## src/hw/rtl/tkms_pkg.sv

```systemverilog
package tkms_pkg;

  localparam int unsigned TopKDefault = 5;
  localparam int unsigned LikesW      = 16;
  localparam int unsigned IdW         = 16;

  typedef struct packed {
    logic [LikesW-1:0] likes;
    logic [IdW-1:0]    id;
  } entry_t;

  // True when candidate a ranks strictly above kept entry b.
  function automatic logic ranks_above(entry_t a, entry_t b);
    logic res;
    if (a.likes != b.likes) begin
      res = (a.likes > b.likes);
    end else begin
      res = (a.id < b.id);
    end
    return res;
  endfunction

endpackage

```

## src/hw/rtl/top_k_most_liked_selector.sv

```systemverilog
// An item accepted into the input register is merged into the ranked list when it
// advances; on a query's last item the snapshot loads at that same edge and offers the first result.
// Throughput: one item per cycle via the parallel compare-and-shift row, unless a last item stalls.
// A query end emits up to TOP_K results from a snapshot buffer, one per cycle while
// out_stall_i is low; a further last item waits in the input register till the buffer drains.
// Reset (rst_ni low, asynchronous) empties the ranked list, input register and snapshot buffer.
module top_k_most_liked_selector #(
  parameter int unsigned TOP_K = tkms_pkg::TopKDefault
) (
  input  logic                        clk_i,
  input  logic                        rst_ni,
  input  logic                        in_valid_i,
  output logic                        in_stall_o,
  input  logic                        first_item_i,
  input  logic                        last_item_i,
  input  logic [tkms_pkg::LikesW-1:0] like_count_i,
  input  logic [tkms_pkg::IdW-1:0]    item_id_i,
  input  logic                        already_liked_i,
  output logic                        out_valid_o,
  input  logic                        out_stall_i,
  output logic [tkms_pkg::LikesW-1:0] ranked_likes_o,
  output logic [tkms_pkg::IdW-1:0]    ranked_id_o,
  output logic                        list_empty_o,
  output logic                        final_result_o
);

  // input register
  logic                 in_valid_q;
  logic                 first_q, last_q, liked_q;
  tkms_pkg::entry_t     cand_q;

  // ranked list
  tkms_pkg::entry_t     kept_q [TOP_K];
  tkms_pkg::entry_t     kept_d [TOP_K];
  logic [TOP_K-1:0]     kept_vld_q, kept_vld_d;

  // emission snapshot
  tkms_pkg::entry_t     snap_q [TOP_K];
  logic [TOP_K-1:0]     snap_vld_q;
  logic                 snap_empty_q;

  logic                 out_take;
  logic                 snap_free;
  logic                 advance;
  logic                 load_snap;
  logic [TOP_K-1:0]     snap_vld_next;
  logic [TOP_K-1:0]     base_vld, base_vld_prev, above, above_prev;
  tkms_pkg::entry_t     base_prev [TOP_K];
  logic                 qualify;

  assign out_valid_o = snap_vld_q[0] | snap_empty_q;
  assign out_take    = out_valid_o & ~out_stall_i;
  assign snap_vld_next = snap_vld_q >> 1;

  // Buffer is free when idle or when its final transaction completes now.
  assign snap_free = ~out_valid_o | (out_take & (snap_empty_q | ~snap_vld_next[0]));
  assign advance   = in_valid_q & (~last_q | snap_free);
  assign in_stall_o = in_valid_q & ~advance;
  assign load_snap = advance & last_q;

  assign ranked_likes_o = snap_empty_q ? '0 : snap_q[0].likes;
  assign ranked_id_o    = snap_empty_q ? '0 : snap_q[0].id;
  assign list_empty_o   = snap_empty_q;
  assign final_result_o = snap_empty_q | ~snap_vld_next[0];

  // Compare-and-shift row: every cell compares against the candidate at once.
  always_comb begin
    base_vld = first_q ? '0 : kept_vld_q;
    qualify  = (cand_q.likes != '0) & ~liked_q;
    for (int i = 0; i < TOP_K; i++) begin
      above[i] = ~base_vld[i] | tkms_pkg::ranks_above(cand_q, kept_q[i]);
    end
    above_prev    = above << 1;
    base_vld_prev = base_vld << 1;
    base_prev[0]  = cand_q;
    for (int i = 1; i < TOP_K; i++) begin
      base_prev[i] = kept_q[i-1];
    end
    for (int i = 0; i < TOP_K; i++) begin
      if (qualify && above[i]) begin
        kept_d[i]     = above_prev[i] ? base_prev[i] : cand_q;
        kept_vld_d[i] = above_prev[i] ? base_vld_prev[i] : 1'b1;
      end else begin
        kept_d[i]     = kept_q[i];
        kept_vld_d[i] = base_vld[i];
      end
    end
  end

  always_ff @(posedge clk_i or negedge rst_ni) begin
    if (!rst_ni) begin
      in_valid_q <= 1'b0;
    end else if (!in_stall_o) begin
      in_valid_q <= in_valid_i;
    end
  end

  always_ff @(posedge clk_i) begin
    if (in_valid_i && !in_stall_o) begin
      first_q      <= first_item_i;
      last_q       <= last_item_i;
      liked_q      <= already_liked_i;
      cand_q.likes <= like_count_i;
      cand_q.id    <= item_id_i;
    end
  end

  always_ff @(posedge clk_i or negedge rst_ni) begin
    if (!rst_ni) begin
      kept_vld_q <= '0;
    end else if (advance) begin
      kept_vld_q <= kept_vld_d;
    end
  end

  always_ff @(posedge clk_i) begin
    if (advance) begin
      kept_q <= kept_d;
    end
  end

  always_ff @(posedge clk_i or negedge rst_ni) begin
    if (!rst_ni) begin
      snap_vld_q   <= '0;
      snap_empty_q <= 1'b0;
    end else if (load_snap) begin
      snap_vld_q   <= kept_vld_d;
      snap_empty_q <= ~kept_vld_d[0];
    end else if (out_take) begin
      // drop the delivered entry and advance the rest
      snap_vld_q   <= snap_empty_q ? snap_vld_q : snap_vld_next;
      snap_empty_q <= 1'b0;
    end
  end

  always_ff @(posedge clk_i) begin
    if (load_snap) begin
      snap_q <= kept_d;
    end else if (out_take) begin
      for (int i = 0; i < TOP_K - 1; i++) begin
        snap_q[i] <= snap_q[i+1];
      end
    end
  end

`ifndef SYNTHESIS
  a_kept_contiguous: assert property (@(posedge clk_i) disable iff (!rst_ni)
    ((kept_vld_q >> 1) & ~kept_vld_q) == '0)
    else $error("ranked list has a hole");

  a_snap_contiguous: assert property (@(posedge clk_i) disable iff (!rst_ni)
    ((snap_vld_q >> 1) & ~snap_vld_q) == '0)
    else $error("snapshot has a hole");

  a_empty_excl: assert property (@(posedge clk_i) disable iff (!rst_ni)
    snap_empty_q |-> (snap_vld_q == '0))
    else $error("empty marker with entries pending");

  a_stall_cause: assert property (@(posedge clk_i) disable iff (!rst_ni)
    in_stall_o |-> (in_valid_q && last_q && out_valid_o))
    else $error("input stalled without a pending query end");

  a_snap_load: assert property (@(posedge clk_i) disable iff (!rst_ni)
    load_snap |=> out_valid_o)
    else $error("query end produced no result");
`endif

endmodule
```

## config.mk

```make
export PLATFORM = sky130hd
export DESIGN_NAME = top_k_most_liked_selector
export DESIGN_NICKNAME = d
export VERILOG_FILES = /design/src/hw/rtl/tkms_pkg.sv /design/src/hw/rtl/top_k_most_liked_selector.sv
export SDC_FILE = /design/constraint.sdc
export NUM_CORES = 1
export LEC_CHECK = 0
export BUFFER_PORTS_ARGS = -buffer_cell sky130_fd_sc_hd__buf_2
export CORE_MARGIN = 2
export CORE_UTILIZATION = 68
export CTS_BUF_LIST = sky130_fd_sc_hd__clkbuf_4 sky130_fd_sc_hd__clkbuf_8 sky130_fd_sc_hd__clkbuf_16
export CTS_CLUSTER_DIAMETER = 100
export DETAILED_ROUTE_END_ITERATION = 8
export GPL_TIMING_DRIVEN = 0
export PLACE_DENSITY_LB_ADDON = 0.05
export RECOVER_POWER = 25
export SYNTH_ARGS = -nofsm -noshare
export SYNTH_HDL_FRONTEND = slang
export SYNTH_SLANG_ARGS = --single-unit
```

## constraint.sdc

```tcl
create_clock -name clk_i -period 17.91 [get_ports clk_i]
set_input_delay 1.791 -clock clk_i [delete_from_list [all_inputs] [get_ports clk_i]]
set_output_delay 1.791 -clock clk_i [all_outputs]
set_load 0.005 [all_outputs]
```

==> results.json, run 1 <==
{
  "clk_pin_slew_ns": 0.06,
  "cts_max_level": 2,
  "syn_to_final_growth_pct": 11.7,
  "clock_skew_ns": 0.0226,
  "period_share": 0.474,
  "fin_crit_ns": 8.50,
  "finalSetupTns_ns": 0,
  "place_area_sq_mm": 0.0214,
  "clock_path_buffers": 3,
  "fillers": 1910,
  "syn_area_per_cell_sq_um": 11.2,
  "cts_tree": "done",
  "drv_cap": 2,
  "final_util": 0.769,
  "dr.first_iter.drc_count": 1691,
  "start_kind": "primary input",
  "synth_nets": 2004,
  "first_pass_iters": 6,
  "status": "finished, violations left",
  "rows": 63,
  "fp.coreArea_sq_mm": 0.0295,
  "gr-total-overflow": 0,
  "place_hpwl_mm": 38.4,
  "numCtsBuffers": 41,
  "synthArstFlopShare": 0.0327,
  "rsz0062_at_grt": "false",
  "drc_errors": 0,
  "cp-end-kind": "register",
  "synth_seq_area_share": 0.540,
  "path_cells": "clkbuf_1 -> nand2b_1 -> nand3_1 -> nand2_1 -> clkinvlp_2 -> buf_16 -> nand2_1 -> clkbuf_1 -> o21ai_4 -> buf_12 -> buf_16 -> buf_16 -> buf_16 -> buf_16",
  "gp_congestion": 0.939,
  "cpMaxStageDelayCell": "clkinvlp_2",
  "syn_inst": 1810,
  "num_vias": 15128,
  "drv_slew": 98,
  "cp_common_cell": "buf_16",
  "grt_usage": 0.348,
  "ant_nets": 0,
  "fmax_mhz": 118,
  "fin_nets": 2130,
  "netlist_area_sq_mm": 0.0203,
  "grt_pass1_vias": 14976,
  "power_density_mw_per_mm2": 149,
  "post-cts-setup-buffer-count": 0,
  "grt_pass1_wl_mm": 82.5,
  "cp_max_fo": 93,
  "clockRootBuffer": "clkbuf_16",
  "wl_per_cell_um": 23.0,
  "power_w": 0.00339,
  "antenna_found_initial": 0,
  "ir_drop_uv": 111,
  "worstPathRequired_ns": 18.21,
  "arrival_ns": 8.79,
  "seq_area_sq_mm": 0.0110,
  "final-hold-violation-count": 0,
  "chipHeight_um": 177,
  "fin_area_sq_mm": 0.0227,
  "cpLargestDelayFamily": "buffers and inverters",
  "slew_headroom": -1.40,
  "start_util": 0.688,
  "drt_wl_total_mm": 54.2,
  "via_per_inst": 6.42,
  "portBuffers": 74,
  "die_x_um": 177,
  "leakage_nw": 9.69,
  "ys_seq_elements": 367,
  "tightest_slew_ns": 3.58,
  "path_class": "in -> reg",
  "grt_max_degree": 94,
  "synth_cell_types": 58,
  "setup_viol": 0,
  "drive_above_1_share": 0.128,
  "synth_ff_type": "edfxtp_1",
  "clock_latency_ns": 0.55,
  "violations": "max-capacitance violations, max-slew violations",
  "hold_buffers": 0,
  "cpPeakStageDelay_ns": 2.74,
  "synth_edf_count": 355,
  "hold_path_class": "reg -> reg",
  "multiInputGateArea_sq_mm": 0.00834,
  "die-area_sq_mm": 0.0312,
  "diodes": 0,
  "ios": 75,
  "cts.sinks": 367,
  "crit_buf_inv": 9,
  "ys_warn_count": 0,
  "cts-resized-gates": 0
}
sequential cells by signal, indices dropped and copies added, names as in the netlist:
| signal | flops |
|---|---|
| list_empty_o | 1 |
| kept_vld_q | 5 |
| snap_q | 160 |
| kept_q | 32 |
| first_q | 1 |
| in_valid_q | 1 |
| liked_q | 1 |
| last_q | 1 |
| base_prev | 160 |
| snap_vld_q | 5 |
cell usage in the layout (no fill, tap or decap), types with 4 or more instances in the layout:
| cell | Yosys | routed |
|---|---|---|
| mux2_2 | 65 | 65 |
| a31oi_1 | 36 | 36 |
| nor2_1 | 86 | 86 |
| buf_2 | 20 | 92 |
| clkbuf_1 | 53 | 58 |
| a211oi_1 | 12 | 12 |
| a21oi_1 | 114 | 114 |
| nor2b_1 | 45 | 45 |
| a221o_1 | 5 | 5 |
| buf_4 | 9 | 8 |
| inv_1 | 162 | 161 |
| o211ai_1 | 36 | 37 |
| o21ai_0 | 93 | 92 |
| mux2_4 | 6 | 6 |
| clkbuf_4 | 0 | 6 |
| dfrtp_1 | 12 | 12 |
| nand3_1 | 45 | 45 |
| nor4_1 | 9 | 9 |
| edfxtp_1 | 355 | 355 |
| nand2b_1 | 7 | 7 |
| o31ai_1 | 4 | 4 |
| clkinv_2 | 0 | 11 |
| mux2i_1 | 127 | 127 |
| nand2_1 | 229 | 229 |
| buf_16 | 0 | 5 |
| ha_1 | 155 | 155 |
| a21o_1 | 11 | 11 |
| clkbuf_16 | 0 | 43 |
| nand4_1 | 24 | 24 |
| clkinv_1 | 0 | 9 |
| nor3_1 | 40 | 40 |
final timing paths:
| path | start | endpoint | slack [ns] | cells past startpoint |
|---|---|---|---|---|
| worst min-delay path | snap_q[11] | snap_q[43] | 0.54 | 1 |
| worst max register to register | list_empty_o | snap_q[49] | 9.85 | 15 |
| min in group asynchronous | rst_ni | in_valid_q | 1.29 | 1 |
| worst min register to register | snap_q[11] | snap_q[43] | 0.54 | 1 |
| worst max-delay path | out_stall_i | snap_q[49] | 9.41 | 14 |
| max in group asynchronous | rst_ni | kept_vld_q[0] | 16.13 | 1 |
synth_stat cells, types with 4 or more instances:
library cell | n | area share
clkbuf_1 | 53 | 0.0098
nand2_1 | 229 | 0.042
a31oi_1 | 36 | 0.011
a21o_1 | 11 | 0.0041
a211oi_1 | 12 | 0.0044
nor2_1 | 86 | 0.016
nand4_1 | 24 | 0.0074
o211ai_1 | 36 | 0.013
mux2_4 | 6 | 0.0044
mux2i_1 | 127 | 0.063
a21oi_1 | 114 | 0.028
dfrtp_1 | 12 | 0.015
buf_2 | 20 | 0.0049
nand3_1 | 45 | 0.011
o31ai_1 | 4 | 0.0015
edfxtp_1 | 355 | 0.53
mux2_2 | 65 | 0.036
o21ai_0 | 93 | 0.023
a221o_1 | 5 | 0.0025
nand2b_1 | 7 | 0.0022
buf_4 | 9 | 0.0033
nor2b_1 | 45 | 0.014
nor3_1 | 40 | 0.0099
inv_1 | 162 | 0.030
nor4_1 | 9 | 0.0028
ha_1 | 155 | 0.096
per-layer routing:
metal | GRT usage | wire length, um
met4 | 0.137 | 1940
met3 | 0.0582 | 4750
met2 | 0.552 | 24900
met1 | 0.485 | 22600
met5 | 0 | 0
through the flow:
step                      worst slack (ns)  hold slack, ns  instances
after floorplan                       6.38           0.477       1810
after global placement                1.01           0.493       2274
after detailed placement             12.02           0.511       2283
after CTS                            12.55           0.546       2357
after global routing                  9.12           0.561       2357
final                                 9.41           0.543       2357
final cells by class:
type	instances	area share
Clock inverter	25	0.00861
Timing Repair Buffer	83	0.0251
Inverter	163	0.0270
Tap cell	390	0.0215
Sequential cell	367	0.483
Clock buffer	49	0.0495
Buffer	86	0.0171
Multi-Input combinational cell	1194	0.368
power by group:
group / total, W / internal [W] / switching [W]
clock: 0.000834 / 0.000489 / 0.000345
combinational: 0.00110 / 0.000427 / 0.000674
sequential: 0.00145 / 0.00131 / 0.000140
total: 0.00339 / 0.00223 / 0.00116
cell families after synthesis:
kind of cell             count (synthesis)  share of synthesized area
buffers and inverters                  249                     0.0493
flip-flops                             367                      0.540
AND/OR/NAND/NOR                        501                      0.111
multiplexers                           198                      0.103
adder cells (fa/ha/maj)                155                     0.0956
AO/OA/AOI/OAI                          340                      0.101
Power figures use the tool's default switching activity.
==> inputs of run 2 (changes only) <==
--- a/config.mk
+++ b/config.mk
@@ -7,7 +7,7 @@
 export LEC_CHECK = 0
 export BUFFER_PORTS_ARGS = -buffer_cell sky130_fd_sc_hd__buf_2
 export CORE_MARGIN = 2
-export CORE_UTILIZATION = 68
+export CORE_UTILIZATION = 63
 export CTS_BUF_LIST = sky130_fd_sc_hd__clkbuf_4 sky130_fd_sc_hd__clkbuf_8 sky130_fd_sc_hd__clkbuf_16
 export CTS_CLUSTER_DIAMETER = 100
 export DETAILED_ROUTE_END_ITERATION = 8
==> constraint.sdc (replaced) <==
create_clock -name clk_i -period 8 [get_ports clk_i]
set_input_delay 0.8 -clock clk_i [delete_from_list [all_inputs] [get_ports clk_i]]
set_output_delay 0.8 -clock clk_i [all_outputs]
set_load 0.005 [all_outputs]
==> run 2 against run 1 <==
The run still ends with max-capacitance violations, max-slew violations left. First-iteration DRC count is 9.1% lower. Sequential share of layout area is 0.099 points higher. Wire length is 1.1% lower. Global-route usage is 2.6 points lower. Sequential power is 120% higher. Non-clock buffer count is 1 lower. Register-to-register slack worse by 6.9 ns. Via count is 2.5% lower.
==> results.json, run 2 (synthesis results as in run 1) <==
{
  "rows": 65,
  "syn_to_final_growth_pct": 11.5,
  "fillers": 2258,
  "ir_drop_uv": 190,
  "gr-total-overflow": 0,
  "status": "finished, violations left",
  "power_density_mw_per_mm2": 332,
  "crit_end": "snap_q[144]",
  "worstPathRequired_ns": 8.21,
  "r2r_setup_slack_ns": 2.99,
  "cp-startpoint": "list_empty_o",
  "fin_nets": 2129,
  "num_vias": 14757,
  "gp_congestion": 0.872,
  "setup_viol": 0,
  "antenna_found_initial": 0,
  "slew_headroom": -0.221,
  "cp_max_fo": 91,
  "clockRootBuffer": "clkbuf_16",
  "final-hold-violation-count": 0,
  "drc_errors": 0,
  "fp.coreArea_sq_mm": 0.0316,
  "final_cell_mix": "355 x edfxtp_1, 229 x nand2_1, 161 x inv_1",
  "timing.hold.ws_ns": 0.315,
  "clock_skew_ns": 0.0212,
  "start_util": 0.641,
  "fmax_mhz": 200,
  "hold_buffers": 0,
  "grt_max_degree": 92,
  "first_pass_iters": 5,
  "drive_above_1_share": 0.122,
  "drv_cap": 1,
  "place_hpwl_mm": 38.4,
  "final_cells": 2368,
  "grt_usage": 0.322,
  "arrival_ns": 5.22,
  "start_kind": "register",
  "layout_commonest_cell": "edfxtp_1",
  "via_per_inst": 6.23,
  "period_share": 0.627,
  "ios": 75,
  "hold_path_class": "in -> async",
  "portBuffers": 74,
  "clk_pin_slew_ns": 0.06,
  "cts_max_level": 2,
  "tightest_slew_ns": 1.83,
  "chipHeight_um": 183,
  "cts-resized-gates": 0,
  "cts.sinks": 367,
  "die-area_sq_mm": 0.0337,
  "drt_wl_total_mm": 53.6,
  "rsz0062_at_grt": "false",
  "ant_nets": 0,
  "r2r_cells": 12,
  "clock_path_buffers": 3,
  "dr.first_iter.drc_count": 1537,
  "numCtsBuffers": 41,
  "path_class": "reg -> reg",
  "post-cts-setup-buffer-count": 0,
  "grt_pass1_wl_mm": 82.5,
  "diodes": 0,
  "die_x_um": 183,
  "drv_slew": 27,
  "clock_latency_ns": 0.54,
  "grt_pass1_vias": 14789,
  "cp-end-kind": "register",
  "violations": "max-capacitance violations, max-slew violations",
  "r2r_start": "list_empty_o",
  "wl_per_cell_um": 22.6,
  "worstReg2RegEnd": "snap_q[144]",
  "fin_crit_ns": 5.01,
  "leakage_nw": 9.64,
  "dpl.cell_count": 2294,
  "cts_tree": "done"
}
-- run 2: how the worst min path moves through the flow --
stage / start / endpoint / slack (ns) / depth (start not counted)
2_1_floorplan: snap_vld_q[4] / snap_vld_q[4] / 0.48 / 2
3_5_place_dp: snap_vld_q[4] / snap_vld_q[4] / 0.52 / 2
4_1_cts: rst_ni / kept_vld_q[4] / 0.15 / 1
6_report: rst_ni / snap_vld_q[1] / 0.31 / 1
3_3_place_gp: snap_vld_q[4] / snap_vld_q[4] / 0.49 / 2
5_1_grt: rst_ni / list_empty_o / 0.36 / 1
-- run 2: area by class of cell --
class	count	area (sq um)	area share
Inverter	163	619	0.0274
Tap cell	402	503	0.0222
Sequential cell	367	11000	0.484
Multi-Input combinational cell	1194	8340	0.369
Clock inverter	26	174	0.00769
Timing Repair Buffer	82	520	0.0230
Clock buffer	48	1110	0.0492
Buffer	86	390	0.0173
-- run 2: metal layers --
metal  GRT usage  vias to the layer above  share of wire
met2       0.508                      699           0.46
met3      0.0535                      115          0.088
met5           0                        -              0
met4       0.105                        0          0.026
met1       0.459                     7058           0.43
li1            -                     6885              -
-- run 2: critical path, cell delays in order, from the launching register on --
cell	delay, ns
dfrtp_1	0.34
clkbuf_1	0.59
nand2b_1	0.21
nand2b_1	0.07
nand3_1	0.08
nand2_1	0.31
inv_8	0.54
buf_16	0.44
nand2_1	0.32
inv_2	0.28
clkbuf_1	0.48
clkbuf_1	0.67
a31oi_1	0.30
-- run 2: where the power goes --
| part | internal (W) | switching (W) | total [W] |
|---|---|---|---|
| clock | 0.00106 | 0.000776 | 0.00183 |
| combinational | 0.000937 | 0.00149 | 0.00243 |
| sequential | 0.00293 | 0.000311 | 0.00324 |
| total | 0.00493 | 0.00258 | 0.00751 |
-- run 2: through the flow --
stage                     power, W  TNS, ns   util  area [sq um]  setup WS, ns
after floorplan            0.00486        0      -         20300         0.515
after global placement     0.00555  -782.12  0.669         21200         -3.55
after detailed placement   0.00565        0  0.675         21400          3.10
after CTS                  0.00749        0  0.716         22700          3.07
after global routing       0.00791        0  0.715         22600          2.74
final                      0.00751        0  0.715         22600          2.99
==> inputs of run 3 (changes only) <==
==> constraint.sdc (replaced) <==
create_clock -name clk_i -period 4.7 [get_ports clk_i]
set_input_delay 0.47 -clock clk_i [delete_from_list [all_inputs] [get_ports clk_i]]
set_output_delay 0.47 -clock clk_i [all_outputs]
set_load 0.005 [all_outputs]
==> run 3 against run 2 <==
Final area about the same. Global-route usage shrank 1.5 points. Worst setup slack got worse by 2.6 ns. Register-to-register slack worse by 2.6 ns. Highest routed layer unchanged. The run still ends with max-capacitance violations, max-slew violations left. Die area is the same.
==> results.json, run 3 (synthesis results as in run 1) <==
{
  "fp.coreArea_sq_mm": 0.0316,
  "fillers": 2257,
  "fmax_mhz": 234,
  "violations": "max-capacitance violations, max-slew violations",
  "via_per_inst": 6.16,
  "drt_wl_total_mm": 50.9,
  "grt_pass1_vias": 14460,
  "drive_above_1_share": 0.117,
  "place_hpwl_mm": 37.3,
  "fin_nets": 2132,
  "layout_commonest_cell": "edfxtp_1",
  "dpl.cell_count": 2296,
  "antenna_found_initial": 0,
  "grt_usage": 0.307,
  "timing.hold.ws_ns": 0.103,
  "power_density_mw_per_mm2": 560,
  "status": "finished, violations left",
  "final_cell_mix": "355 x edfxtp_1, 228 x nand2_1, 161 x inv_1",
  "first_pass_iters": 6,
  "clockRootBuffer": "clkbuf_16",
  "clock_latency_ns": 0.54,
  "ant_nets": 0,
  "rsz0062_at_grt": "false",
  "fin_crit_ns": 4.28,
  "tightest_slew_ns": 2.01,
  "hold_path_class": "in -> reg",
  "grt_max_degree": 42,
  "die_x_um": 183,
  "chipHeight_um": 183,
  "dr.first_iter.drc_count": 1679,
  "grt_pass1_wl_mm": 79.9,
  "path_cells": "inv_1 -> ha_1 -> nand4_1 -> nor4_1 -> o2111ai_1 -> o211ai_2 -> and2_0 -> clkbuf_1 -> buf_2 -> nand2_1 -> a31oi_1",
  "setup_viol": 0,
  "worstPathRequired_ns": 5.03,
  "cpMaxStageDelayCell": "nor4_1",
  "seq_area_sq_mm": 0.0110,
  "path_class": "reg -> reg",
  "arrival_ns": 4.61,
  "clock_path_buffers": 3,
  "ios": 75,
  "period_share": 0.911,
  "finalSetupTns_ns": 0,
  "num_vias": 14585,
  "numCtsBuffers": 41,
  "cts-resized-gates": 0,
  "clock_skew_ns": 0.0177,
  "slew_headroom": -0.338,
  "die-area_sq_mm": 0.0337,
  "multiInputGateArea_sq_mm": 0.00835,
  "start_util": 0.641,
  "drv_cap": 2,
  "start_kind": "register",
  "post-cts-setup-buffer-count": 0,
  "rows": 65,
  "portBuffers": 74,
  "cts_max_level": 2,
  "leakage_nw": 9.63,
  "cpPeakStageDelay_ns": 0.74,
  "cp_max_fo": 10,
  "drc_errors": 0,
  "cp-end-kind": "register",
  "wl_per_cell_um": 21.5,
  "drv_slew": 62,
  "cts_tree": "done",
  "gr-total-overflow": 0,
  "gp_congestion": 0.911,
  "ir_drop_uv": 362,
  "final_cells": 2369,
  "diodes": 0,
  "cts.sinks": 367,
  "final-hold-violation-count": 0,
  "clk_pin_slew_ns": 0.06,
  "syn_to_final_growth_pct": 11.6
}
[run 3: changes by cell type in the layout (fill, tap and decap cells not counted), sizes merged]
cell,before,now
clkbuf,117,139
buf,99,81
clkinv,21,19
bufinv,2,1
clkinvlp,2,1
dlygate4sd3,0,1
dlymetal6s4s,0,1
inv,164,163
[run 3: worst max-delay path: cells and delay by family (launching register included)]
kind	cells	cell delay (ns)
adders and majority gates	1	0.38
DFF	1	0.63
buffers and inverters	3	0.88
and+or+nand+nor	4	1.15
AOI/OAI and AO/OA	3	1.01
[run 3: power breakdown]
group / leakage [nW] / total (W) / switching [W] / internal [W]
combinational: 5.39 / 0.00409 / 0.00248 / 0.00161
sequential: 3.61 / 0.00554 / 0.000550 / 0.00499
clock: 0.632 / 0.00305 / 0.00129 / 0.00176
total: 9.63 / 0.0127 / 0.00432 / 0.00836
[run 3: final timing paths]
path	startpoint	to	slack, ns	cells after the start
worst max-delay path	base_prev[144]	snap_q[147]	0.42	11
worst min-delay path	item_id_i[7]	base_prev[135]	0.10	1
worst max register to register	base_prev[144]	snap_q[147]	0.42	11
worst min register to register	snap_vld_q[4]	snap_vld_q[4]	0.54	2
max in group asynchronous	rst_ni	kept_vld_q[1]	3.61	2
min in group asynchronous	rst_ni	snap_vld_q[1]	0.56	2
[run 3: final cells by class]
type / count / share of cell area
multi-input cells: 1194 / 0.369
inverters: 163 / 0.0272
well taps: 402 / 0.0222
plain buffers: 86 / 0.0181
flip-flops and latches: 367 / 0.484
clock buffers: 51 / 0.0502
repair buffers: 85 / 0.0245
clock inverters: 21 / 0.00525
[run 3: metrics by stage]
step                 util  area (sq um)  setup slack (ns)  power (W)
floorplan               -         20300            -0.429    0.00825
global placement    0.671         21200             -2.97    0.00939
detailed placement  0.678         21400             0.565    0.00961
CTS                 0.718         22700             0.574     0.0127
global route        0.716         22600             0.248     0.0134
finish              0.716         22600             0.420     0.0127
[run 3: timing repair]
| item | CTS | global route |
|---|---|---|
| endpoints found under the hold margin | 12 | 0 |
| hold buffers | 1 | 0 |
| endpoints found under the setup margin | 0 | 0 |
[run 3: per-layer routing]
metal | routed length (um) | track usage | share of wire | vias up
met5 | 0 | 0 | 0 | -
met4 | 1260 | 0.0950 | 0.025 | 0
li1 | - | - | - | 6879
met2 | 22300 | 0.462 | 0.44 | 700
met3 | 4260 | 0.0464 | 0.084 | 89
met1 | 23100 | 0.464 | 0.45 | 6917
